$ cat src/rtl/assert_macros.svh
// Assertion helpers shared by the deframer RTL.
// Define ASSERT_OFF to compile them out.
`ifndef ASSERT_MACROS_SVH
`define ASSERT_MACROS_SVH

`ifndef ASSERT_OFF

// Implication or plain property, checked on every rising edge outside reset.
`define ASSERT_CLK(lbl, clk, rst_n, prop) \
	lbl: assert property (@(posedge clk) disable iff (!rst_n) prop) \
		else $error("deframer assertion failed");

// Condition that must never be seen outside reset.
`define ASSERT_NEVER(lbl, clk, rst_n, cond) \
	lbl: assert property (@(posedge clk) disable iff (!rst_n) !(cond)) \
		else $error("deframer forbidden condition seen");

`else

`define ASSERT_CLK(lbl, clk, rst_n, prop)
`define ASSERT_NEVER(lbl, clk, rst_n, cond)

`endif

`endif

$ cat src/rtl/pbd_pkg.sv
`timescale 1ns / 1ps

package pbd_pkg;

	localparam int ID_BYTES    = 16;
	localparam int STASH_IDX_W = $clog2(ID_BYTES);
	localparam int ID_W        = 8 * ID_BYTES;
	localparam int HDR_BYTES   = 5;
	localparam int HDR_W       = 3;

	localparam int CFG_IDX_W  = 2;
	localparam int CFG_DATA_W = 64;

	localparam logic [CFG_IDX_W-1:0] CFG_ID_HIGH   = 2'd0;
	localparam logic [CFG_IDX_W-1:0] CFG_ID_LOW    = 2'd1;
	localparam logic [CFG_IDX_W-1:0] CFG_CONT_CODE = 2'd2;
	localparam logic [CFG_IDX_W-1:0] CFG_DIR_CODE  = 2'd3;

	localparam logic [7:0] CONT_CODE_RST = 8'd0;
	localparam logic [7:0] DIR_CODE_RST  = 8'd2;

	localparam int DEFAULT_QUEUE_DEPTH = 4;

	// Action from front to back: one entry per item that yields results.
	typedef struct packed {
		logic       burst;    // replay the 16 stashed bytes
		logic       has_byte; // one data byte
		logic [7:0] data;
		logic       notice;   // switch-to-direct notice after the byte, if any
	} pbd_act_t;

	typedef struct packed {
		logic [7:0] out_byte;
		logic       has_byte;
		logic       enter_direct;
		logic       last;
	} pbd_res_t;

endpackage

$ cat src/rtl/pbd_in_if.sv
`timescale 1ns / 1ps

interface pbd_in_if;
	logic       valid;
	logic       ready;
	logic [7:0] in_byte;
	logic       end_of_read;

	modport source (output valid, output in_byte, output end_of_read, input ready);
	modport sink (input valid, input in_byte, input end_of_read, output ready);
endinterface

$ cat src/rtl/pbd_out_if.sv
`timescale 1ns / 1ps

interface pbd_out_if;
	logic       valid;
	logic       ready;
	logic [7:0] out_byte;
	logic       has_byte;
	logic       enter_direct;
	logic       last;

	modport source (output valid, output out_byte, output has_byte,
		output enter_direct, output last, input ready);
	modport sink (input valid, input out_byte, input has_byte,
		input enter_direct, input last, output ready);
endinterface

$ cat src/rtl/padded_block_deframer_unit.sv
`timescale 1ns / 1ps

// Byte-stream deframer. The rx side takes one byte per cycle as long as the
// internal work queue (QUEUE_DEPTH entries) has room; a byte that yields no
// result (header, padding, identifier collection) takes no queue entry. The tx
// side gives one result per cycle while the receiver is ready: a plain byte
// gives one result, a content byte that closes a direct-command block gives the
// byte and then a notice, and the identifier mismatch replays the 16 collected
// bytes from the stash read port. Sustained rate is therefore one byte per
// cycle in every mode; rx stalls only while the tx side is backed up or a
// mismatch replay drains. Configuration writes take effect on the next edge.
module padded_block_deframer_unit import pbd_pkg::*; #(
	parameter int QUEUE_DEPTH = DEFAULT_QUEUE_DEPTH
) (
	input  logic                  clk,
	input  logic                  arst_n,
	pbd_in_if.sink                rx,
	pbd_out_if.source             tx,
	input  logic                  cfg_we,
	input  logic [CFG_IDX_W-1:0]  cfg_index,
	input  logic [CFG_DATA_W-1:0] cfg_data
);

	logic                   push, full, q_valid, pop;
	pbd_act_t               act, head;
	logic [STASH_IDX_W-1:0] rd_idx;
	logic [7:0]             rd_byte;

	pbd_front u_front (
		.clk       (clk),
		.arst_n    (arst_n),
		.rx        (rx),
		.cfg_we    (cfg_we),
		.cfg_index (cfg_index),
		.cfg_data  (cfg_data),
		.push      (push),
		.act       (act),
		.full      (full),
		.rd_idx    (rd_idx),
		.rd_byte   (rd_byte)
	);

	pbd_queue #(.DEPTH(QUEUE_DEPTH)) u_queue (
		.clk    (clk),
		.arst_n (arst_n),
		.push   (push),
		.din    (act),
		.full   (full),
		.valid  (q_valid),
		.head   (head),
		.pop    (pop)
	);

	pbd_back u_back (
		.clk     (clk),
		.arst_n  (arst_n),
		.q_valid (q_valid),
		.head    (head),
		.pop     (pop),
		.rd_idx  (rd_idx),
		.rd_byte (rd_byte),
		.tx      (tx)
	);

endmodule

$ cat src/rtl/pbd_front.sv
`timescale 1ns / 1ps
`include "assert_macros.svh"

module pbd_front import pbd_pkg::*; (
	input  logic                   clk,
	input  logic                   arst_n,
	pbd_in_if.sink                 rx,
	input  logic                   cfg_we,
	input  logic [CFG_IDX_W-1:0]   cfg_index,
	input  logic [CFG_DATA_W-1:0]  cfg_data,
	output logic                   push,
	output pbd_act_t               act,
	input  logic                   full,
	input  logic [STASH_IDX_W-1:0] rd_idx,
	output logic [7:0]             rd_byte
);

	localparam logic [2:0] M_IDLE    = 3'd0;
	localparam logic [2:0] M_HEADER  = 3'd1;
	localparam logic [2:0] M_CONTENT = 3'd2;
	localparam logic [2:0] M_PADDING = 3'd3;
	localparam logic [2:0] M_DIRECT  = 3'd4;

	// header_left values for each header byte
	localparam logic [HDR_W-1:0] H_CMD   = HDR_W'(HDR_BYTES);
	localparam logic [HDR_W-1:0] H_CL_HI = HDR_W'(HDR_BYTES - 1);
	localparam logic [HDR_W-1:0] H_CL_LO = HDR_W'(HDR_BYTES - 2);
	localparam logic [HDR_W-1:0] H_PL_HI = HDR_W'(HDR_BYTES - 3);

	localparam logic [STASH_IDX_W-1:0] STASH_LAST = STASH_IDX_W'(ID_BYTES - 1);

	logic [63:0] id_high_q, id_low_q;
	logic [7:0]  cont_q, dir_q;

	logic [2:0]             mode_q, n_mode;
	logic [HDR_W-1:0]       hdr_q, n_hdr;
	logic [7:0]             cmd_q, n_cmd;
	logic [15:0]            cl_q, n_cl;
	logic [15:0]            pl_q, n_pl;
	logic [STASH_IDX_W-1:0] cnt_q, n_cnt;
	logic [7:0]             stash_q [ID_BYTES];

	logic       accept;
	logic       push_act;
	logic       stash_we;
	logic       end_block;
	logic [7:0] blk_cmd;
	logic [ID_W-1:0] cand;

	assign rx.ready = !full;
	assign accept   = rx.valid && !full;
	assign push     = accept && push_act;
	assign rd_byte  = stash_q[rd_idx];

	always_ff @(posedge clk or negedge arst_n) begin
		if (!arst_n) begin
			id_high_q <= '0;
			id_low_q  <= '0;
			cont_q    <= CONT_CODE_RST;
			dir_q     <= DIR_CODE_RST;
		end else if (cfg_we) begin
			unique case (cfg_index)
				CFG_ID_HIGH:   id_high_q <= cfg_data;
				CFG_ID_LOW:    id_low_q  <= cfg_data;
				CFG_CONT_CODE: cont_q    <= cfg_data[7:0];
				CFG_DIR_CODE:  dir_q     <= cfg_data[7:0];
				default: ;
			endcase
		end
	end

	// candidate identifier: stash plus the byte now arriving as the last one
	always_comb begin
		for (int k = 0; k < ID_BYTES; k++) begin
			if (k == ID_BYTES - 1)
				cand[ID_W-1-8*k -: 8] = rx.in_byte;
			else
				cand[ID_W-1-8*k -: 8] = stash_q[k];
		end
	end

	always_comb begin
		n_mode    = mode_q;
		n_hdr     = hdr_q;
		n_cmd     = cmd_q;
		n_cl      = cl_q;
		n_pl      = pl_q;
		n_cnt     = cnt_q;
		push_act  = 1'b0;
		act       = '0;
		stash_we  = 1'b0;
		end_block = 1'b0;
		blk_cmd   = cmd_q;
		unique case (mode_q)
			M_DIRECT: begin
				push_act     = 1'b1;
				act.has_byte = 1'b1;
				act.data     = rx.in_byte;
			end
			M_HEADER: begin
				case (hdr_q)
					H_CMD:   n_cmd = rx.in_byte;
					H_CL_HI: n_cl  = {rx.in_byte, 8'h00};
					H_CL_LO: n_cl  = {cl_q[15:8], rx.in_byte};
					H_PL_HI: n_pl  = {rx.in_byte, 8'h00};
					default: n_pl  = {pl_q[15:8], rx.in_byte};
				endcase
				if (hdr_q != '0)
					n_hdr = hdr_q - 1'b1;
				if (n_hdr == '0) begin
					blk_cmd = n_cmd;
					if (n_cl != '0)
						n_mode = M_CONTENT;
					else if (n_pl != '0)
						n_mode = M_PADDING;
					else
						end_block = 1'b1;
				end
			end
			M_CONTENT: begin
				push_act     = 1'b1;
				act.has_byte = 1'b1;
				act.data     = rx.in_byte;
				if (cl_q != '0)
					n_cl = cl_q - 1'b1;
				if (n_cl == '0) begin
					if (pl_q != '0)
						n_mode = M_PADDING;
					else
						end_block = 1'b1;
				end
			end
			M_PADDING: begin
				if (pl_q != '0)
					n_pl = pl_q - 1'b1;
				if (n_pl == '0)
					end_block = 1'b1;
			end
			default: begin
				n_mode   = M_IDLE;
				stash_we = 1'b1;
				n_cnt    = cnt_q + 1'b1;
				if (cnt_q == STASH_LAST) begin
					n_cnt = '0;
					if (cand == {id_high_q, id_low_q}) begin
						n_mode = M_HEADER;
						n_hdr  = H_CMD;
						n_cl   = '0;
						n_pl   = '0;
					end else begin
						n_mode    = M_DIRECT;
						push_act  = 1'b1;
						act.burst = 1'b1;
					end
				end
			end
		endcase

		// continue wins when both codes are equal
		if (end_block) begin
			n_cl = '0;
			n_pl = '0;
			if (blk_cmd == cont_q) begin
				n_mode = M_HEADER;
				n_hdr  = H_CMD;
			end else begin
				n_hdr = '0;
				n_cnt = '0;
				if (blk_cmd == dir_q) begin
					n_mode     = M_DIRECT;
					push_act   = 1'b1;
					act.notice = 1'b1;
				end else begin
					n_mode = M_IDLE;
				end
			end
		end
	end

	always_ff @(posedge clk or negedge arst_n) begin
		if (!arst_n) begin
			mode_q <= M_IDLE;
			hdr_q  <= '0;
			cmd_q  <= '0;
			cl_q   <= '0;
			pl_q   <= '0;
			cnt_q  <= '0;
		end else if (accept) begin
			mode_q <= n_mode;
			hdr_q  <= n_hdr;
			cmd_q  <= n_cmd;
			cl_q   <= n_cl;
			pl_q   <= n_pl;
			cnt_q  <= n_cnt;
		end
	end

	always_ff @(posedge clk) begin
		if (accept && stash_we)
			stash_q[cnt_q] <= rx.in_byte;
	end

	`ASSERT_CLK(a_hdr_live, clk, arst_n, (mode_q == M_HEADER) |-> (hdr_q != '0))
	`ASSERT_CLK(a_content_live, clk, arst_n, (mode_q == M_CONTENT) |-> (cl_q != '0))
	`ASSERT_CLK(a_padding_live, clk, arst_n, (mode_q == M_PADDING) |-> (pl_q != '0))

endmodule

$ cat src/rtl/pbd_queue.sv
`timescale 1ns / 1ps

module pbd_queue import pbd_pkg::*; #(
	parameter int DEPTH = DEFAULT_QUEUE_DEPTH
) (
	input  logic     clk,
	input  logic     arst_n,
	input  logic     push,
	input  pbd_act_t din,
	output logic     full,
	output logic     valid,
	output pbd_act_t head,
	input  logic     pop
);

	localparam int PW = (DEPTH > 1) ? $clog2(DEPTH) : 1;
	localparam int CW = $clog2(DEPTH + 1);
	localparam logic [PW-1:0] PTR_LAST = PW'(DEPTH - 1);
	localparam logic [CW-1:0] CNT_FULL = CW'(DEPTH);

	pbd_act_t      mem_q [DEPTH];
	logic [PW-1:0] wr_q, rd_q;
	logic [CW-1:0] cnt_q;
	logic          do_push, do_pop;

	assign full    = (cnt_q == CNT_FULL);
	assign valid   = (cnt_q != '0);
	assign head    = mem_q[rd_q];
	assign do_push = push && !full;
	assign do_pop  = pop && valid;

	always_ff @(posedge clk or negedge arst_n) begin
		if (!arst_n) begin
			wr_q  <= '0;
			rd_q  <= '0;
			cnt_q <= '0;
		end else begin
			if (do_push)
				wr_q <= (wr_q == PTR_LAST) ? '0 : wr_q + 1'b1;
			if (do_pop)
				rd_q <= (rd_q == PTR_LAST) ? '0 : rd_q + 1'b1;
			if (do_push && !do_pop)
				cnt_q <= cnt_q + 1'b1;
			else if (do_pop && !do_push)
				cnt_q <= cnt_q - 1'b1;
		end
	end

	always_ff @(posedge clk) begin
		if (do_push)
			mem_q[wr_q] <= din;
	end

endmodule

$ cat src/rtl/pbd_back.sv
`timescale 1ns / 1ps
`include "assert_macros.svh"

module pbd_back import pbd_pkg::*; (
	input  logic                   clk,
	input  logic                   arst_n,
	input  logic                   q_valid,
	input  pbd_act_t               head,
	output logic                   pop,
	output logic [STASH_IDX_W-1:0] rd_idx,
	input  logic [7:0]             rd_byte,
	pbd_out_if.source              tx
);

	localparam logic [STASH_IDX_W-1:0] IDX_LAST = STASH_IDX_W'(ID_BYTES - 1);

	logic                   ov_q;
	pbd_res_t               od_q;
	logic [STASH_IDX_W-1:0] idx_q, n_idx;
	logic                   ph_q, n_ph;
	logic                   load, take, fin;
	pbd_res_t               res;

	assign load   = !ov_q || tx.ready;
	assign take   = load && q_valid;
	assign pop    = take && fin;
	assign rd_idx = idx_q;

	always_comb begin
		res   = '0;
		fin   = 1'b0;
		n_idx = idx_q;
		n_ph  = ph_q;
		if (head.burst) begin
			res.out_byte     = rd_byte;
			res.has_byte     = 1'b1;
			res.enter_direct = (idx_q == '0);
			res.last         = (idx_q == IDX_LAST);
			fin              = (idx_q == IDX_LAST);
			n_idx            = fin ? '0 : idx_q + 1'b1;
		end else if (head.has_byte && !ph_q) begin
			res.out_byte = head.data;
			res.has_byte = 1'b1;
			res.last     = !head.notice;
			fin          = !head.notice;
			n_ph         = head.notice;
		end else begin
			// notice only: entering direct mode
			res.enter_direct = 1'b1;
			res.last         = 1'b1;
			fin              = 1'b1;
			n_ph             = 1'b0;
		end
	end

	always_ff @(posedge clk or negedge arst_n) begin
		if (!arst_n) begin
			ov_q  <= 1'b0;
			idx_q <= '0;
			ph_q  <= 1'b0;
		end else begin
			if (load)
				ov_q <= q_valid;
			if (take) begin
				idx_q <= n_idx;
				ph_q  <= n_ph;
			end
		end
	end

	always_ff @(posedge clk) begin
		if (take)
			od_q <= res;
	end

	assign tx.valid        = ov_q;
	assign tx.out_byte     = od_q.out_byte;
	assign tx.has_byte     = od_q.has_byte;
	assign tx.enter_direct = od_q.enter_direct;
	assign tx.last         = od_q.last;

	`ASSERT_CLK(a_burst_held, clk, arst_n, (idx_q != '0) |-> (q_valid && head.burst))
	`ASSERT_CLK(a_notice_held, clk, arst_n, ph_q |-> (q_valid && head.has_byte && head.notice))
	`ASSERT_CLK(a_notice_form, clk, arst_n, (ov_q && !od_q.has_byte) |-> (od_q.enter_direct && od_q.last))

endmodule

$ cat src/flat_wrapper.sv
// flat-port wrapper written by rule: the top's interface ports become plain ports
module padded_block_deframer_unit_flat import pbd_pkg::*;
#(
	parameter int QUEUE_DEPTH = DEFAULT_QUEUE_DEPTH
)
  (clk, arst_n, cfg_we, cfg_index, cfg_data, rx_valid, rx_in_byte, rx_end_of_read, rx_ready, tx_valid, tx_out_byte, tx_has_byte, tx_enter_direct, tx_last, tx_ready);
  pbd_in_if rx_i ();
  pbd_out_if tx_i ();
  input  logic clk;
  input  logic arst_n;
  input  logic cfg_we;
  input  logic [CFG_IDX_W-1:0] cfg_index;
  input  logic [CFG_DATA_W-1:0] cfg_data;
  input wire logic [$bits(rx_i.valid)-1:0] rx_valid;
  input wire logic [$bits(rx_i.in_byte)-1:0] rx_in_byte;
  input wire logic [$bits(rx_i.end_of_read)-1:0] rx_end_of_read;
  output wire logic [$bits(rx_i.ready)-1:0] rx_ready;
  output wire logic [$bits(tx_i.valid)-1:0] tx_valid;
  output wire logic [$bits(tx_i.out_byte)-1:0] tx_out_byte;
  output wire logic [$bits(tx_i.has_byte)-1:0] tx_has_byte;
  output wire logic [$bits(tx_i.enter_direct)-1:0] tx_enter_direct;
  output wire logic [$bits(tx_i.last)-1:0] tx_last;
  input wire logic [$bits(tx_i.ready)-1:0] tx_ready;
  assign rx_i.valid = rx_valid;
  assign rx_i.in_byte = rx_in_byte;
  assign rx_i.end_of_read = rx_end_of_read;
  assign rx_ready = rx_i.ready;
  assign tx_valid = tx_i.valid;
  assign tx_out_byte = tx_i.out_byte;
  assign tx_has_byte = tx_i.has_byte;
  assign tx_enter_direct = tx_i.enter_direct;
  assign tx_last = tx_i.last;
  assign tx_i.ready = tx_ready;
  padded_block_deframer_unit #(.QUEUE_DEPTH(QUEUE_DEPTH)) u_core (.clk(clk), .arst_n(arst_n), .rx(rx_i), .tx(tx_i), .cfg_we(cfg_we), .cfg_index(cfg_index), .cfg_data(cfg_data));
endmodule
$ cat config.mk
export PLATFORM = sky130hd
export DESIGN_NAME = padded_block_deframer_unit_flat
export DESIGN_NICKNAME = d
export VERILOG_FILES = /design/src/rtl/pbd_pkg.sv /design/src/rtl/pbd_in_if.sv /design/src/rtl/pbd_out_if.sv /design/src/rtl/padded_block_deframer_unit.sv /design/src/rtl/pbd_front.sv /design/src/rtl/pbd_queue.sv /design/src/rtl/pbd_back.sv /design/src/flat_wrapper.sv
export VERILOG_INCLUDE_DIRS = /design/src /design/src/rtl
export SDC_FILE = /design/constraint.sdc
export NUM_CORES = 1
export LEC_CHECK = 0
export ABC_AREA = 1
export BUFFER_PORTS_ARGS = -buffer_cell sky130_fd_sc_hd__buf_2
export CORE_ASPECT_RATIO = 0.5
export CORE_UTILIZATION = 43
export CTS_CLUSTER_DIAMETER = 30
export DETAILED_ROUTE_END_ITERATION = 10
export GPL_TIMING_DRIVEN = 0
export SYNTH_ARGS = -nofsm -noshare
export SYNTH_HDL_FRONTEND = slang
export SYNTH_SLANG_ARGS = --single-unit
$ cat constraint.sdc
create_clock -name clk -period 4.55 [get_ports clk]
set_input_delay 0.455 -clock clk [delete_from_list [all_inputs] [get_ports clk]]
set_output_delay 0.455 -clock clk [all_outputs]
set_load 0.01 [all_outputs]
Yosys cells after proc, flatten, opt, wreduce, memory -nomap -nowiden:

Memories as Yosys holds them, arrays and structs flattened.
Cells that the tools add are included.

* add/subtract/negate cells: 9
* equal/unequal tests: 26
* mux-type cells: 73
* bitwise gates (word level): 1
* reduce and logical (&&, ||, !) cells: 52

Operators by type and width (number)
* 16-bit two-way mux: 10
* 128-bit equality test: 1
* 16-bit case mux with 3 select lines: 2
* 16-bit case mux with 2 select lines: 2
* 16-bit nonzero test: 4
* 3-bit two-way mux: 18
* 16-bit logical NOT: 2
* 16-bit by 1-bit subtractor with 16-bit output, second input constant: 2
* 1-bit two-way mux: 24
* 8-bit two-way mux: 3
* 4-bit two-way mux: 5
* 9-bit two-way mux: 2
* 8-bit equality test: 2
* 4-bit nonzero test: 4
* 2-bit AND reduction: 7
* 3-bit by 2-bit equality test with 1-bit output, second input constant: 4
* 3-bit equality test, second input constant: 4
* 4-bit AND reduction: 3
* 3-bit nonzero test: 4
* 11-bit two-way mux: 1
* 1-bit logical AND: 10
* 3-bit != test, second input constant: 3
* 3-bit case mux with 3 select lines: 1
* 4-bit by 1-bit adder with 4-bit output, second input constant: 2
* 24 further kinds: 41

* flip-flop bits (word level): 218
* bits in writable memories: 172
* bits of input ports: 80
* output and inout port bits: 13
* word-level logic and storage cells: 183
* memories: 2

Memories
* u_core.u_front.stash_q: depth 16, bits a word 8, read ports 16, clocked after Yosys merged registers in 0, wr ports 1, RTL line pbd_front.sv:41 `logic [7:0] stash_q [ID_BYTES];`
* u_core.u_queue.mem_q: depth 4, bits a word 11, read ports 1, clocked after Yosys merged registers in 0, wr ports 1, RTL line pbd_queue.sv:21 `pbd_act_t mem_q [DEPTH];`

Depth between registers and ports, before layout:

Gate-level depths: netlist of run 1.

* depth after elaboration: 16
* depth in mapped cells: 27
* gate-level depth less buffers: 27

Hierarchy:

Synthesis of run 1 repeated with hierarchy kept, for this count alone.

* cell total of the unflattened synthesis: 2470
* area total of the unflattened synthesis: 20543.5 um^2

Modules (own cells, without submodules)
* pbd_front: times used 1, cells an instance 2198, area an instance 17514.3 um^2, sequential area each 8699.6 um^2
* pbd_queue: times used 1, cells an instance 188, area an instance 2227.1 um^2, sequential area each 1496.4 um^2
* pbd_back: times used 1, cells an instance 84, area an instance 802.0 um^2, sequential area each 480.5 um^2

Worst setup path before layout of run 1:

Ideal clock, no wire load.

* path kind: register to register
* start point: reg u_core.u_front.hdr_q[0]
* end point: reg u_core.u_queue.cnt_q[2]
* library setup time: 0.131 ns
* arrival: 3.112 ns
* required time: 4.419 ns
* setup slack: 1.307 ns
* stages on the path, launching flop included: 26
* path buffers: 1
* period minus slack after synthesis: 3.243 ns
* cell sequence: dfrtp_1 > inv_1 > ha_1 > nand2_2 > nand2_1 > nand2_1 > nor2_4 > nand2_2 > buf_6 > nand2_1 > nand3_1 > nand2_1 > nand3_1 > nor2_1 > nand2_1 > nor2_1 > nand2_1 > nand2_1 > nand2_2 > inv_1 > ha_1 > inv_1 > fa_1 > a21oi_1 > o21ai_0 > xor2_1

* longest elaborated chain between the ends: 15
* elaborated cells on any way between the ends: 35
* classes of those cells: add/sub (1); eq/ne (6); mux (17); reduce/logical (11)

Ends and longest elaborated chain
* from (decl): RTL line pbd_front.sv:36 `logic [HDR_W-1:0] hdr_q, n_hdr;`
* from (signal assigned): RTL line pbd_front.sv:190 `hdr_q <= n_hdr;`
* 3-bit by 1-bit subtractor with 3-bit output (tied with other cells): RTL line pbd_front.sv:109 `n_hdr = hdr_q - 1'b1;`
* 3-bit two-way mux or 3-bit OR reduction (tied branches)
* 3-bit two-way mux or 16-bit case mux with 2 select lines (tied branches): RTL line pbd_front.sv:94, pbd_front.sv:101
* 3-bit logical NOT or 16-bit two-way mux (tied branches): RTL line pbd_front.sv:110, pbd_front.sv:94
* 8-bit two-way mux or 16-bit nonzero test (tied branches): RTL line pbd_front.sv:110, pbd_front.sv:114
* 8-bit two-way mux or 1-bit two-way mux (tied branches): RTL line pbd_front.sv:94, pbd_front.sv:114
* 8-bit equality test or 1-bit two-way mux (tied branches): RTL line pbd_front.sv:169, pbd_front.sv:112
* 1-bit two-way mux, on equally long branches: RTL line pbd_front.sv:169, pbd_front.sv:110
* 1-bit two-way mux or 1-bit case mux with 3 select lines (tied branches): RTL line pbd_front.sv:163, pbd_front.sv:94
* 1-bit two-way mux (*): RTL line pbd_front.sv:160 `if (end_block) begin`
* 1-bit logical AND (*): RTL line pbd_front.sv:52 `assign push = accept && push_act;`
* 1-bit logical AND (*): RTL line pbd_queue.sv:29 `assign do_push = push && !full;`
* via u_core.u_queue.do_push: RTL line pbd_queue.sv:24 `logic do_push, do_pop;`
* 1-bit logical NOT: RTL line pbd_queue.sv:44 `else if (do_pop && !do_push)`
* 1-bit logical AND: RTL line pbd_queue.sv:44
* 2-bit nonzero test (no source line)
* to (signal assigned): RTL line pbd_queue.sv:43 `cnt_q <= cnt_q + 1'b1;`
* to (signal assigned): RTL line pbd_queue.sv:45 `cnt_q <= cnt_q - 1'b1;`
* to (decl): RTL line pbd_queue.sv:23 `logic [CW-1:0] cnt_q;`

Mark *: on every way through the listed nets, which the timed path passes. The rest lies on a longest branch. The select of a mux whose other input is x is not followed.
A chain may end at the register's enable or synchronous reset.

Worst setup path after layout of run 1:

* start point: reg u_core.u_front.hdr_q[0]
* end point: mem u_core.u_queue.mem_q[2][5] (netlist name), enable pin

* longest elaborated chain between the ends: 14
* elaborated cells on any way between the ends: 32
* classes of those cells: add/sub (1); eq/ne (6); mux (18); reduce/logical (7)

Ends and longest elaborated chain
* 3-bit by 1-bit subtractor with 3-bit output (tied with other cells): RTL line pbd_front.sv:109
* 3-bit two-way mux or 3-bit OR reduction (tied branches)
* 3-bit two-way mux or 16-bit case mux with 2 select lines (tied branches): RTL line pbd_front.sv:94, pbd_front.sv:101
* 3-bit logical NOT or 16-bit two-way mux (tied branches): RTL line pbd_front.sv:110, pbd_front.sv:94
* 8-bit two-way mux or 16-bit nonzero test (tied branches): RTL line pbd_front.sv:110, pbd_front.sv:114
* 8-bit two-way mux or 1-bit two-way mux (tied branches): RTL line pbd_front.sv:94, pbd_front.sv:114
* 8-bit equality test or 1-bit two-way mux (tied branches): RTL line pbd_front.sv:169, pbd_front.sv:112
* 1-bit two-way mux, on equally long branches: RTL line pbd_front.sv:169, pbd_front.sv:110
* 1-bit two-way mux or 1-bit case mux with 3 select lines (tied branches): RTL line pbd_front.sv:163, pbd_front.sv:94
* 1-bit two-way mux (*): RTL line pbd_front.sv:160
* 1-bit logical AND (*): RTL line pbd_front.sv:52
* 1-bit logical AND (*): RTL line pbd_queue.sv:29
* 1-bit two-way mux (*): RTL line pbd_queue.sv:50 `if (do_push)`
* 1-bit two-way mux (not written as such) (*): RTL line pbd_queue.sv:51 `mem_q[wr_q] <= din;`
* to (decl): RTL line pbd_queue.sv:21

Every way passes the cells marked *; elsewhere a longest branch is shown, timed or not. The select of a mux whose other input is x is not followed.

==> results of run 1 <==
state kept, by name, summed over array words and instances, names as in the netlist, 3 cells and up:
register                   count
u_core.u_front.cnt_q           4
u_core.u_front.hdr_q           3
u_core.u_front.dir_q           8
u_core.u_back.tx.out_byte      8
u_core.u_front.cl_q           16
u_core.u_queue.cnt_q           3
u_core.u_front.id_low_q       64
u_core.u_front.cont_q          8
u_core.u_front.cmd_q           8
u_core.u_back.rd_idx           4
u_core.u_front.mode_q          3
u_core.u_front.pl_q           16
u_core.u_front.id_high_q      64
u_core.u_front.stash_q       128
u_core.u_queue.mem_q          44
where the power goes:
part / leakage [nW] / internal [mW] / switching (mW) / total, mW
registers: 4.28 / 4.20 / 0.342 / 4.54
clock network: 0.961 / 2.66 / 1.84 / 4.50
logic: 5.62 / 0.864 / 1.92 / 2.78
total: 10.9 / 7.72 / 4.10 / 11.8
final timing paths:
check | to | startpoint | cells after the start
min | u_core.u_back.tx.valid | tx_ready | 2
min in group asynchronous | u_core.u_back.rd_idx[0] | arst_n | 2
max reg2reg | u_core.u_queue.mem_q[2][5] | u_core.u_front.hdr_q[0] | 19
min reg2reg | u_core.u_front.cl_q[0] | u_core.u_front.cl_q[0] | 2
max in group asynchronous | u_core.u_front.mode_q[1] | arst_n | 3
max | u_core.u_queue.mem_q[2][5] | u_core.u_front.hdr_q[0] | 19
repair_timing:
action	CTS	global route
endpoints found under the hold margin	96	0
gates resized for setup	0	0
hold buffers	1	0
kinds of logic (layout without fill, tap and decap cells):
family                   Yosys count  count (layout)  share of synthesized area [%]
AO/OA/AOI/OAI                    404             404                           10.3
XOR/XNOR                         104             104                           4.46
adder cells (fa/ha/maj)           20              20                           1.26
buffers and inverters            338             542                           6.56
flip-flops                       390             390                           52.2
AND/OR/NAND/NOR                 1225            1225                           25.1
worst register-to-register path, stage by stage (launching register included):
cell and delay [ns]:
dfrtp_1 0.43, inv_1 0.15, ha_1 0.28, nand2_2 0.10
nand2_1 0.06, nand2_1 0.10, nor2_4 0.25, nand2_2 0.15
buf_6 0.17, nand2_1 0.08, nand3_1 0.07, nand2_1 0.07
nand3_1 0.08, nor2_1 0.13, nand2_1 0.08, nor2_1 0.10
nand2_1 0.09, nand2_1 0.20, nand2_2 0.15, nor2_1 0.83
cell usage in the layout, fill, tap and decap left out, types with 4 or more instances in the layout:
| cell | instances |
|---|---|
| nand4_1 | 17 |
| edfxtp_1 | 183 |
| clkinvlp_4 | 5 |
| nand3_2 | 4 |
| clkinv_2 | 5 |
| xnor2_1 | 86 |
| o21ai_2 | 4 |
| ha_1 | 19 |
| o22ai_1 | 40 |
| o21ai_0 | 311 |
| o21ai_1 | 6 |
| a21oi_1 | 33 |
| or2_2 | 28 |
| buf_2 | 95 |
| dfrtp_1 | 206 |
| buf_4 | 6 |
| buf_6 | 6 |
| nor2_4 | 5 |
| inv_6 | 10 |
| clkbuf_1 | 73 |
| clkinv_4 | 6 |
| nand3_1 | 155 |
| nand2_2 | 10 |
| nand2_1 | 700 |
| inv_1 | 248 |
| nor2_2 | 10 |
| inv_8 | 8 |
| clkinv_8 | 4 |
| xor2_1 | 18 |
| nor2_1 | 270 |
| clkbuf_16 | 59 |
| nand3b_1 | 16 |
synth_stat cells, types with 16 or more instances:
cell,count,area [um2]
o21ai_0,311,1560
or2_2,28,175
o22ai_1,40,250
nand4_1,17,106
nand3_1,155,776
a21oi_1,33,165
ha_1,19,238
nand2_1,700,2630
edfxtp_1,183,5500
inv_1,248,931
nand3b_1,16,120
dfrtp_1,206,5150
xor2_1,18,158
clkbuf_1,68,255
xnor2_1,86,753
nor2_1,270,1010
final cells by class:
type	count	share of cell area [%]
Clock buffer	66	6.42
Clock inverter	44	1.93
Inverter	252	4.00
Timing Repair Buffer	94	2.15
Tap cell	638	3.36
Multi-Input combinational cell	1753	35.5
Sequential cell	390	45.0
Buffer	86	1.66
per-stage QoR:
stage	worst slack, ns	hold slack, ns	setup TNS, ns	power [mW]
floorplan	1.31	0.159	0	6.22
global placement	-0.796	0.457	-153.85	7.26
detailed placement	0.364	0.463	0	7.29
CTS	0.524	0.0442	0	11.8
global route	0.198	0.0570	0	12.3
finish	0.606	0.0602	0	11.8
per-layer routing:
layer	track usage, %	vias up
met2	40.3	535
met3	4.77	101
met1	36.6	8152
li1	-	8403
met4	6.19	0
met5	0	-
==> impl_metrics.env, run 1 <==
export IMPL_outcome="complete, no violations"
export IMPL_route_met3_wl_um=4600
export IMPL_power_leakage_nw=10.9
export IMPL_critPathLaunchType="register"
export IMPL_grt_pass1_wl_um=94100
export IMPL_worstMarginPinSlew_ns=1.06
export IMPL_hold_class="in2reg"
export IMPL_portBuffers=91
export IMPL_numCtsBuffers=58
export IMPL_area_growth_pct=16.1
export IMPL_setup_viol=0
export IMPL_drive_gt1_share_pct=10.6
export IMPL_hold_viol=0
export IMPL_crit_path_end_kind="register"
export IMPL_synth_cell_type_count=42
export IMPL_ys_seq_elements=390
export IMPL_insertion_delay_ns=0.61
export IMPL_nNetsFinal=2735
export IMPL_cpMostUsedCell="nand2_1"
export IMPL_grt_max_degree=112
export IMPL_cts_sinks=390
export IMPL_dieArea_um2=48500
export IMPL_ios=93
export IMPL_p_per_area_nw_per_um2=498
export IMPL_detail_route_antenna_nets=0
export IMPL_row_count=56
export IMPL_synth_flop_cell="dfrtp_1"
export IMPL_min_period_over_period_pct=86.7
export IMPL_crit_type="reg2reg"
export IMPL_syn_avg_cell_area_um2=8.24
export IMPL_cp_max_fo=11
export IMPL_highest_layer="met4"
export IMPL_cts_max_path_buffers=3
export IMPL_syn_area_um2=20400
export IMPL_via_per_inst=5.17
export IMPL_fin_crit_ns=3.94
export IMPL_dp_hpwl_um=44800
export IMPL_final_setup_skew_ns=0.0358
export IMPL_cts_post_setup_buffers_inserted=0
export IMPL_cp_top_family="simple AND/OR/NAND/NOR gates"
export IMPL_wl_per_cell_um=18.6
export IMPL_grt_ovfl_total=0
export IMPL_maxCapViolations=0
export IMPL_drc=0
export IMPL_yosysWarnings=0
export IMPL_drt_first_pass_iters=6
export IMPL_die_w_um=310
export IMPL_crit_slowest_cell="nor2_1"
export IMPL_drt_first_iter_violations=1620
export IMPL_routabilityCongestion=0.967
export IMPL_ff_latch_area_um2=10700
export IMPL_path_cells="inv_1 > ha_1 > nand2_2 > nand2_1 > nand2_1 > nor2_4 > nand2_2 > buf_6 > nand2_1 > nand3_1 > nand2_1 > nand3_1 > nor2_1 > nand2_1 > nor2_1 > nand2_1 > nand2_1 > nand2_2 > nor2_1"
export IMPL_stdcell_count=3323
export IMPL_clockRootBuffer="clkbuf_16"
export IMPL_final_util_pct=50.6
export IMPL_arrival_ns=4.15
export IMPL_worstPathRequired_ns=4.75
export IMPL_dr_wl_met2_um=27400
export IMPL_m1WireLength_um=28400
export IMPL_grt_pass1_vias=16201
export IMPL_synthArstFlopShare_pct=53.1
export IMPL_crit_buf_inv=2
export IMPL_grt_usage_pct=25.6
export IMPL_nFillCells=4446
export IMPL_synth_edf_count=183
export IMPL_r2r_slack_ns=0.61
export IMPL_grt_setup_unrepaired="no"
export IMPL_yosysSeqAreaShare_pct=52.2
export IMPL_vdd_drop_max_v=0.000332
export IMPL_synth_cells=2481
export IMPL_multi_input_area_um2=8430
export IMPL_antenna_cells=0
export IMPL_fp_dieH_um=156
export IMPL_dp_cells=3211
export IMPL_core_area_um2=46900
export IMPL_cts_tree="done"
export IMPL_initial_core_util_pct=43.6
export IMPL_placed_area_um2=21700
export IMPL_relSlewSlack_pct=29.0
export IMPL_postLayoutCellArea_um2=23700
export IMPL_clkTransAtPathRegs_ns=0.06
export IMPL_drv_slew=0
export IMPL_grt_antenna_before_repair=0
export IMPL_max_freq_ghz=0.254
export IMPL_wl_um=61700
export IMPL_max_stage_delay_ns=0.83
export IMPL_vias=17191
export IMPL_cts_max_level=2
export IMPL_syn_nets=2581
No activity file was read; power rests on OpenSTA's default activity.
==> run 2, diff against run 1 <==
Settings changed: CAP_MARGIN set to 25, CELL_PAD_IN_SITES_DETAIL_PLACEMENT set to 0, CELL_PAD_IN_SITES_GLOBAL_PLACEMENT set to 1, CTS_BUF_LIST set to sky130_fd_sc_hd__clkbuf_8, PLACE_DENSITY_LB_ADDON set to 0.1.
==> run 2 against run 1 <==
Power shrank 6.8%; combinational power hardly changed; cell count rose by 0.90%; clock-buffer cell count rose by 15.
==> impl_metrics.env, run 2 (synthesis gave the netlist of run 1 again) <==
export IMPL_cts_max_path_buffers=3
export IMPL_grt_usage_pct=26.9
export IMPL_worstMarginPinSlew_ns=0.923
export IMPL_cp_max_fo=10
export IMPL_max_freq_ghz=0.250
export IMPL_area_growth_pct=14.5
export IMPL_die_w_um=310
export IMPL_combPwrFrac_pct=25.3
export IMPL_power_leakage_nw=10.8
export IMPL_ios=93
export IMPL_hold_viol=0
export IMPL_clkPwrFrac_pct=33.6
export IMPL_route_met3_wl_um=4470
export IMPL_drv_slew=0
export IMPL_vdd_drop_max_v=0.000199
export IMPL_initial_core_util_pct=43.6
export IMPL_crit_type="reg2reg"
export IMPL_clkTransAtPathRegs_ns=0.07
export IMPL_fin_crit_ns=4.00
export IMPL_placed_area_um2=21800
export IMPL_top_regs="u_core.u_front.stash_q (128), u_core.u_front.id_high_q (64), u_core.u_front.id_low_q (64)"
export IMPL_dieArea_um2=48500
export IMPL_grt_pass1_vias=16378
export IMPL_grt_ovfl_total=0
export IMPL_final_setup_skew_ns=0.0279
export IMPL_relSlewSlack_pct=38.2
export IMPL_seq_power_share_pct=41.2
export IMPL_drt_first_pass_iters=7
export IMPL_dr_wl_met2_um=28300
export IMPL_timing_hold_ws_ns=0.0676
export IMPL_highest_layer="met4"
export IMPL_arrival_ns=4.50
export IMPL_portBuffers=91
export IMPL_cts_sinks=390
export IMPL_drc=0
export IMPL_row_count=56
export IMPL_via_per_inst=5.15
export IMPL_final_common_cell="nand2_1"
export IMPL_drive_gt1_share_pct=11.0
export IMPL_mostFrequentLayoutCells="nand2_1 (700), o21ai_0 (311), nor2_1 (270), inv_1 (265), dfrtp_1 (206)"
export IMPL_dp_hpwl_um=46800
export IMPL_p_int_mw=7.13
export IMPL_grt_pass1_wl_um=97900
export IMPL_netSwitchingPower_mw=3.88
export IMPL_wl_per_cell_um=19.2
export IMPL_grt_max_degree=84
export IMPL_critPathLaunchType="register"
export IMPL_grt_setup_unrepaired="no"
export IMPL_insertion_delay_ns=0.65
export IMPL_worstPathRequired_ns=5.05
export IMPL_outcome="complete, no violations"
export IMPL_fp_dieH_um=156
export IMPL_detail_route_antenna_nets=0
export IMPL_clockRootBuffer="clkbuf_8"
export IMPL_maxCapViolations=0
export IMPL_postLayoutCellArea_um2=23400
export IMPL_largest_register="u_core.u_front.stash_q"
export IMPL_cts_max_level=3
export IMPL_routabilityCongestion=0.974
export IMPL_p_per_area_nw_per_um2=471
export IMPL_wl_um=64200
export IMPL_nNetsFinal=2755
export IMPL_numCtsBuffers=71
export IMPL_hold_class="in2reg"
export IMPL_cts_tree="done"
export IMPL_grt_antenna_before_repair=4
export IMPL_min_period_over_period_pct=88.0
export IMPL_vias=17273
export IMPL_crit_path_end_kind="register"
export IMPL_core_area_um2=46900
export IMPL_netSwitchingFraction_pct=35.3
export IMPL_drt_first_iter_violations=1666
export IMPL_largest_reg_flops=128
export IMPL_m1WireLength_um=30500
export IMPL_setup_viol=0
## run 2: power groups by stage
stage          clock (mW)  combinational [mW]  sequential [mW]
2_1_floorplan           0                1.72             4.50
3_3_place_gp            0                2.67             4.59
3_5_place_dp            0                2.71             4.59
4_1_cts              3.76                2.72             4.53
5_1_grt              3.92                3.08             4.57
6_report             3.70                2.78             4.53
## run 2: worst paths after layout
check                                              end  cells after the start               startpoint  slack, ns
min                        u_core.u_front.id_low_q[16]                      3             cfg_data[16]       0.07
min reg2reg                     u_core.u_front.cl_q[0]                      2   u_core.u_front.cl_q[0]       0.47
min in group asynchronous  u_core.u_front.id_low_q[22]                      2                   arst_n       0.35
max in group asynchronous       u_core.u_front.cl_q[2]                      4                   arst_n       3.01
max                            u_core.u_queue.cnt_q[2]                     24  u_core.u_front.hdr_q[1]       0.55
max reg2reg                    u_core.u_queue.cnt_q[2]                     24  u_core.u_front.hdr_q[1]       0.55
## run 2: stage by stage
stage / setup TNS (ns) / setup WS (ns) / instances / utilization, % / power (mW)
after CTS: 0 / 0.466 / 3350 / 49.9 / 11.0
final: 0 / 0.547 / 3353 / 49.9 / 11.0
after floorplan: 0 / 1.31 / 2481 / - / 6.22
after detailed placement: 0 / 0.379 / 3216 / 46.5 / 7.30
after global routing: 0 / 0.158 / 3353 / 49.9 / 11.6
after global placement: -177.13 / -0.905 / 3210 / 46.3 / 7.26
## run 2: layout make-up
| type | count | area [um2] |
|---|---|---|
| diodes | 1 | 2.50 |
| inverters | 252 | 948 |
| clock inverters | 51 | 459 |
| plain buffers | 86 | 393 |
| repair buffers | 101 | 591 |
| flip-flops and latches | 390 | 10700 |
| multi-input cells | 1753 | 8420 |
| clock buffers | 81 | 1110 |
| well taps | 638 | 798 |
| fillers | 4663 | 23500 |
## run 2: what timing repair did
action,in CTS,in global routing
resized for setup,0,0
endpoints found under the hold margin,66,0
hold buffers,2,0
setup buffers,0,0
## run 2: critical path, stage by stage, from the launching register on
cell and delay [ns]:
dfrtp_1 0.44, inv_1 0.11, ha_1 0.21, nand2_2 0.17, clkbuf_1 0.36, o21ai_0 0.18
inv_1 0.12, nand3_1 0.08, nand2_1 0.12, nand2_1 0.06, nand2_1 0.10, nand3_1 0.08
nor2_1 0.14, nand2_1 0.07, nor2_1 0.11, nand2_1 0.09, nand2_1 0.20, nand2_2 0.14
inv_1 0.09, ha_1 0.14, inv_1 0.06, fa_1 0.37, a21oi_1 0.15, o21ai_0 0.12
xor2_1 0.15
## run 2: per-layer routing
layer | vias to the layer above | GRT usage (%)
met5 | - | 0
met4 | 0 | 5.56
met1 | 8242 | 39.1
met2 | 522 | 41.5
met3 | 78 | 5.56
li1 | 8431 | -
==> run 3, diff against run 2 <==
Settings changed: CELL_PAD_IN_SITES_DETAIL_PLACEMENT 0 to not set, CELL_PAD_IN_SITES_GLOBAL_PLACEMENT 1 to not set, CORE_UTILIZATION 43 to 30, PLACE_DENSITY_LB_ADDON 0.1 to not set.
==> run 3 against run 2 <==
Wire length down 0.67%; sequential cell count unchanged; clock skew increased by 0.0060 ns; sequential power hardly changed; first-iteration DRC count is 8.5% lower; non-clock buffer count unchanged; clock power grew 11%; design area rose by 2.4%; critical path type unchanged; largest cell class unchanged.
==> impl_metrics.env, run 3 (synthesis gave the netlist of run 1 again) <==
export IMPL_nNetsFinal=2766
export IMPL_largest_register="u_core.u_front.stash_q"
export IMPL_hold_viol=0
export IMPL_relSlewSlack_pct=27.2
export IMPL_postLayoutCellArea_um2=24000
export IMPL_die_w_um=371
export IMPL_maxCapViolations=0
export IMPL_drt_first_iter_violations=1525
export IMPL_vdd_drop_max_v=0.000232
export IMPL_hold_class="in2reg"
export IMPL_critPathLaunchType="register"
export IMPL_grt_max_degree=73
export IMPL_max_stage_delay_ns=0.44
export IMPL_vias=17468
export IMPL_row_count=67
export IMPL_via_per_inst=4.81
export IMPL_placed_area_um2=22100
export IMPL_cts_post_setup_buffers_inserted=0
export IMPL_cp_max_fo=10
export IMPL_final_setup_skew_ns=0.0339
export IMPL_cts_sinks=390
export IMPL_fp_dieH_um=187
export IMPL_grt_pass1_vias=17031
export IMPL_detail_route_antenna_nets=0
export IMPL_grt_usage_pct=18.5
export IMPL_clockRootBuffer="clkbuf_8"
export IMPL_grt_antenna_before_repair=0
export IMPL_cpMostUsedCell="inv_1"
export IMPL_cts_max_path_buffers=3
export IMPL_drt_first_pass_iters=6
export IMPL_top_regs="u_core.u_front.stash_q (128), u_core.u_front.id_high_q (64), u_core.u_front.id_low_q (64)"
export IMPL_portBuffers=91
export IMPL_ff_latch_area_um2=10700
export IMPL_dieArea_um2=69200
export IMPL_dp_hpwl_um=46900
export IMPL_max_freq_ghz=0.255
export IMPL_timing_hold_ws_ns=0.0464
export IMPL_mostFrequentLayoutCells="nand2_1 (700), o21ai_0 (311), nor2_1 (270), inv_1 (260), dfrtp_1 (206)"
export IMPL_grt_ovfl_total=0
export IMPL_drive_gt1_share_pct=11.6
export IMPL_whs_path_depth=3
export IMPL_cp_startpoint="u_core.u_front.hdr_q[0]"
export IMPL_setup_viol=0
export IMPL_path_cells="inv_1 > ha_1 > nand2_2 > buf_4 > nor2_1 > a21oi_2 > inv_1 > nor2_1 > nand3_1 > nor2_1 > nand4_1 > nand3_2 > nand2_1 > nand2_1 > nand2_2 > inv_1 > ha_1 > inv_1 > fa_1 > a21oi_1 > o21ai_0 > xor2_1"
export IMPL_fin_total_pwr_mw=11.4
export IMPL_min_period_over_period_pct=86.2
export IMPL_drc=0
export IMPL_insertion_delay_ns=0.68
export IMPL_worstMarginPinSlew_ns=1.09
export IMPL_grt_setup_unrepaired="no"
export IMPL_drv_slew=0
export IMPL_initial_core_util_pct=30.4
export IMPL_cts_max_level=3
export IMPL_ios=93
export IMPL_crit_type="reg2reg"
export IMPL_nFillCells=6856
export IMPL_grt_pass1_wl_um=98600
export IMPL_area_growth_pct=17.3
export IMPL_core_area_um2=67100
export IMPL_wl_per_cell_um=17.6
export IMPL_r2r_cells=22
export IMPL_crit_path_end_kind="register"
export IMPL_cts_repair_resized=0
export IMPL_clkTransAtPathRegs_ns=0.06
export IMPL_crit_slowest_cell="dfrtp_1"
export IMPL_largest_reg_flops=128
export IMPL_arrival_ns=4.48
export IMPL_p_per_area_nw_per_um2=476
export IMPL_worstPathRequired_ns=5.10
export IMPL_fin_crit_ns=3.92
export IMPL_antenna_cells=0
export IMPL_stdcell_count=3631
export IMPL_numCtsBuffers=82
export IMPL_dp_cells=3475
export IMPL_hp_start="cfg_data[43]"
export IMPL_power_leakage_nw=10.9
export IMPL_outcome="complete, no violations"
export IMPL_cts_tree="done"
export IMPL_final_common_cell="nand2_1"
export IMPL_wl_um=63800
export IMPL_final_util_pct=35.7
export IMPL_routabilityCongestion=0.952
export IMPL_reg2reg_from="u_core.u_front.hdr_q[0]"
export IMPL_multi_input_area_um2=8420
run 3: changes by cell type in the layout (fill, tap and decap cells not counted), sizes merged:
cell and delta:
bufinv +2, clkbuf +8, clkinv +10, clkinvlp +5, diode -1, inv -5
run 3: critical path, delay by kind of cell, from the launching register on:
family / cells / cell delay (ns)
XOR/XNOR: 1 / 0.15
adder cells (fa/ha/maj): 3 / 0.80
flip-flops: 1 / 0.44
buffers and inverters: 5 / 0.53
AO/OA/AOI/OAI: 3 / 0.42
AND/OR/NAND/NOR: 10 / 1.46
run 3: report_power, final:
| group | internal, mW | switching, mW | leakage (nW) | total [mW] |
|---|---|---|---|---|
| sequential | 4.20 | 0.349 | 4.28 | 4.55 |
| combinational | 0.870 | 1.91 | 5.66 | 2.78 |
| clock | 2.37 | 1.72 | 0.952 | 4.09 |
| total | 7.44 | 3.98 | 10.9 | 11.4 |
run 3: layer usage:
| layer | vias up | track usage (%) | share of wire, % |
|---|---|---|---|
| met2 | 513 | 30.8 | 48 |
| met4 | 0 | 6.22 | 2.9 |
| met3 | 117 | 3.37 | 5.9 |
| met5 | - | 0 | 0 |
| li1 | 8470 | - | - |
| met1 | 8368 | 24.0 | 43 |
run 3: area by class of cell:
cell class / count / area share [%]
buffer: 86 / 1.64
clock buffer: 89 / 5.11
clock inverter: 63 / 2.52
inverter: 252 / 3.96
multi-input combinational: 1753 / 35.1
sequential: 390 / 44.5
tap: 897 / 4.68
timing repair buffer: 101 / 2.45
run 3: path summary, 6_finish.rpt:
kind	endpoint	slack (ns)
setup reg to reg	u_core.u_queue.cnt_q[2]	0.63
max in group asynchronous	u_core.u_front.dir_q[1]	3.08
setup / recovery	u_core.u_queue.cnt_q[2]	0.63
hold reg to reg	u_core.u_front.cl_q[0]	0.48
min in group asynchronous	u_core.u_front.id_high_q[45]	0.31
hold / removal	u_core.u_front.id_high_q[43]	0.05
run 3: what timing repair did:
item | CTS | global route
endpoints found under the hold margin | 69 | 0
hold buffers | 2 | 0
setup endpoints to repair | 0 | 0
run 3: per-stage QoR:
step                setup TNS, ns  setup WS, ns
global route                    0         0.158
finish                          0         0.627
CTS                             0         0.557
floorplan                       0          1.31
global placement          -138.38        -0.701
detailed placement              0         0.395
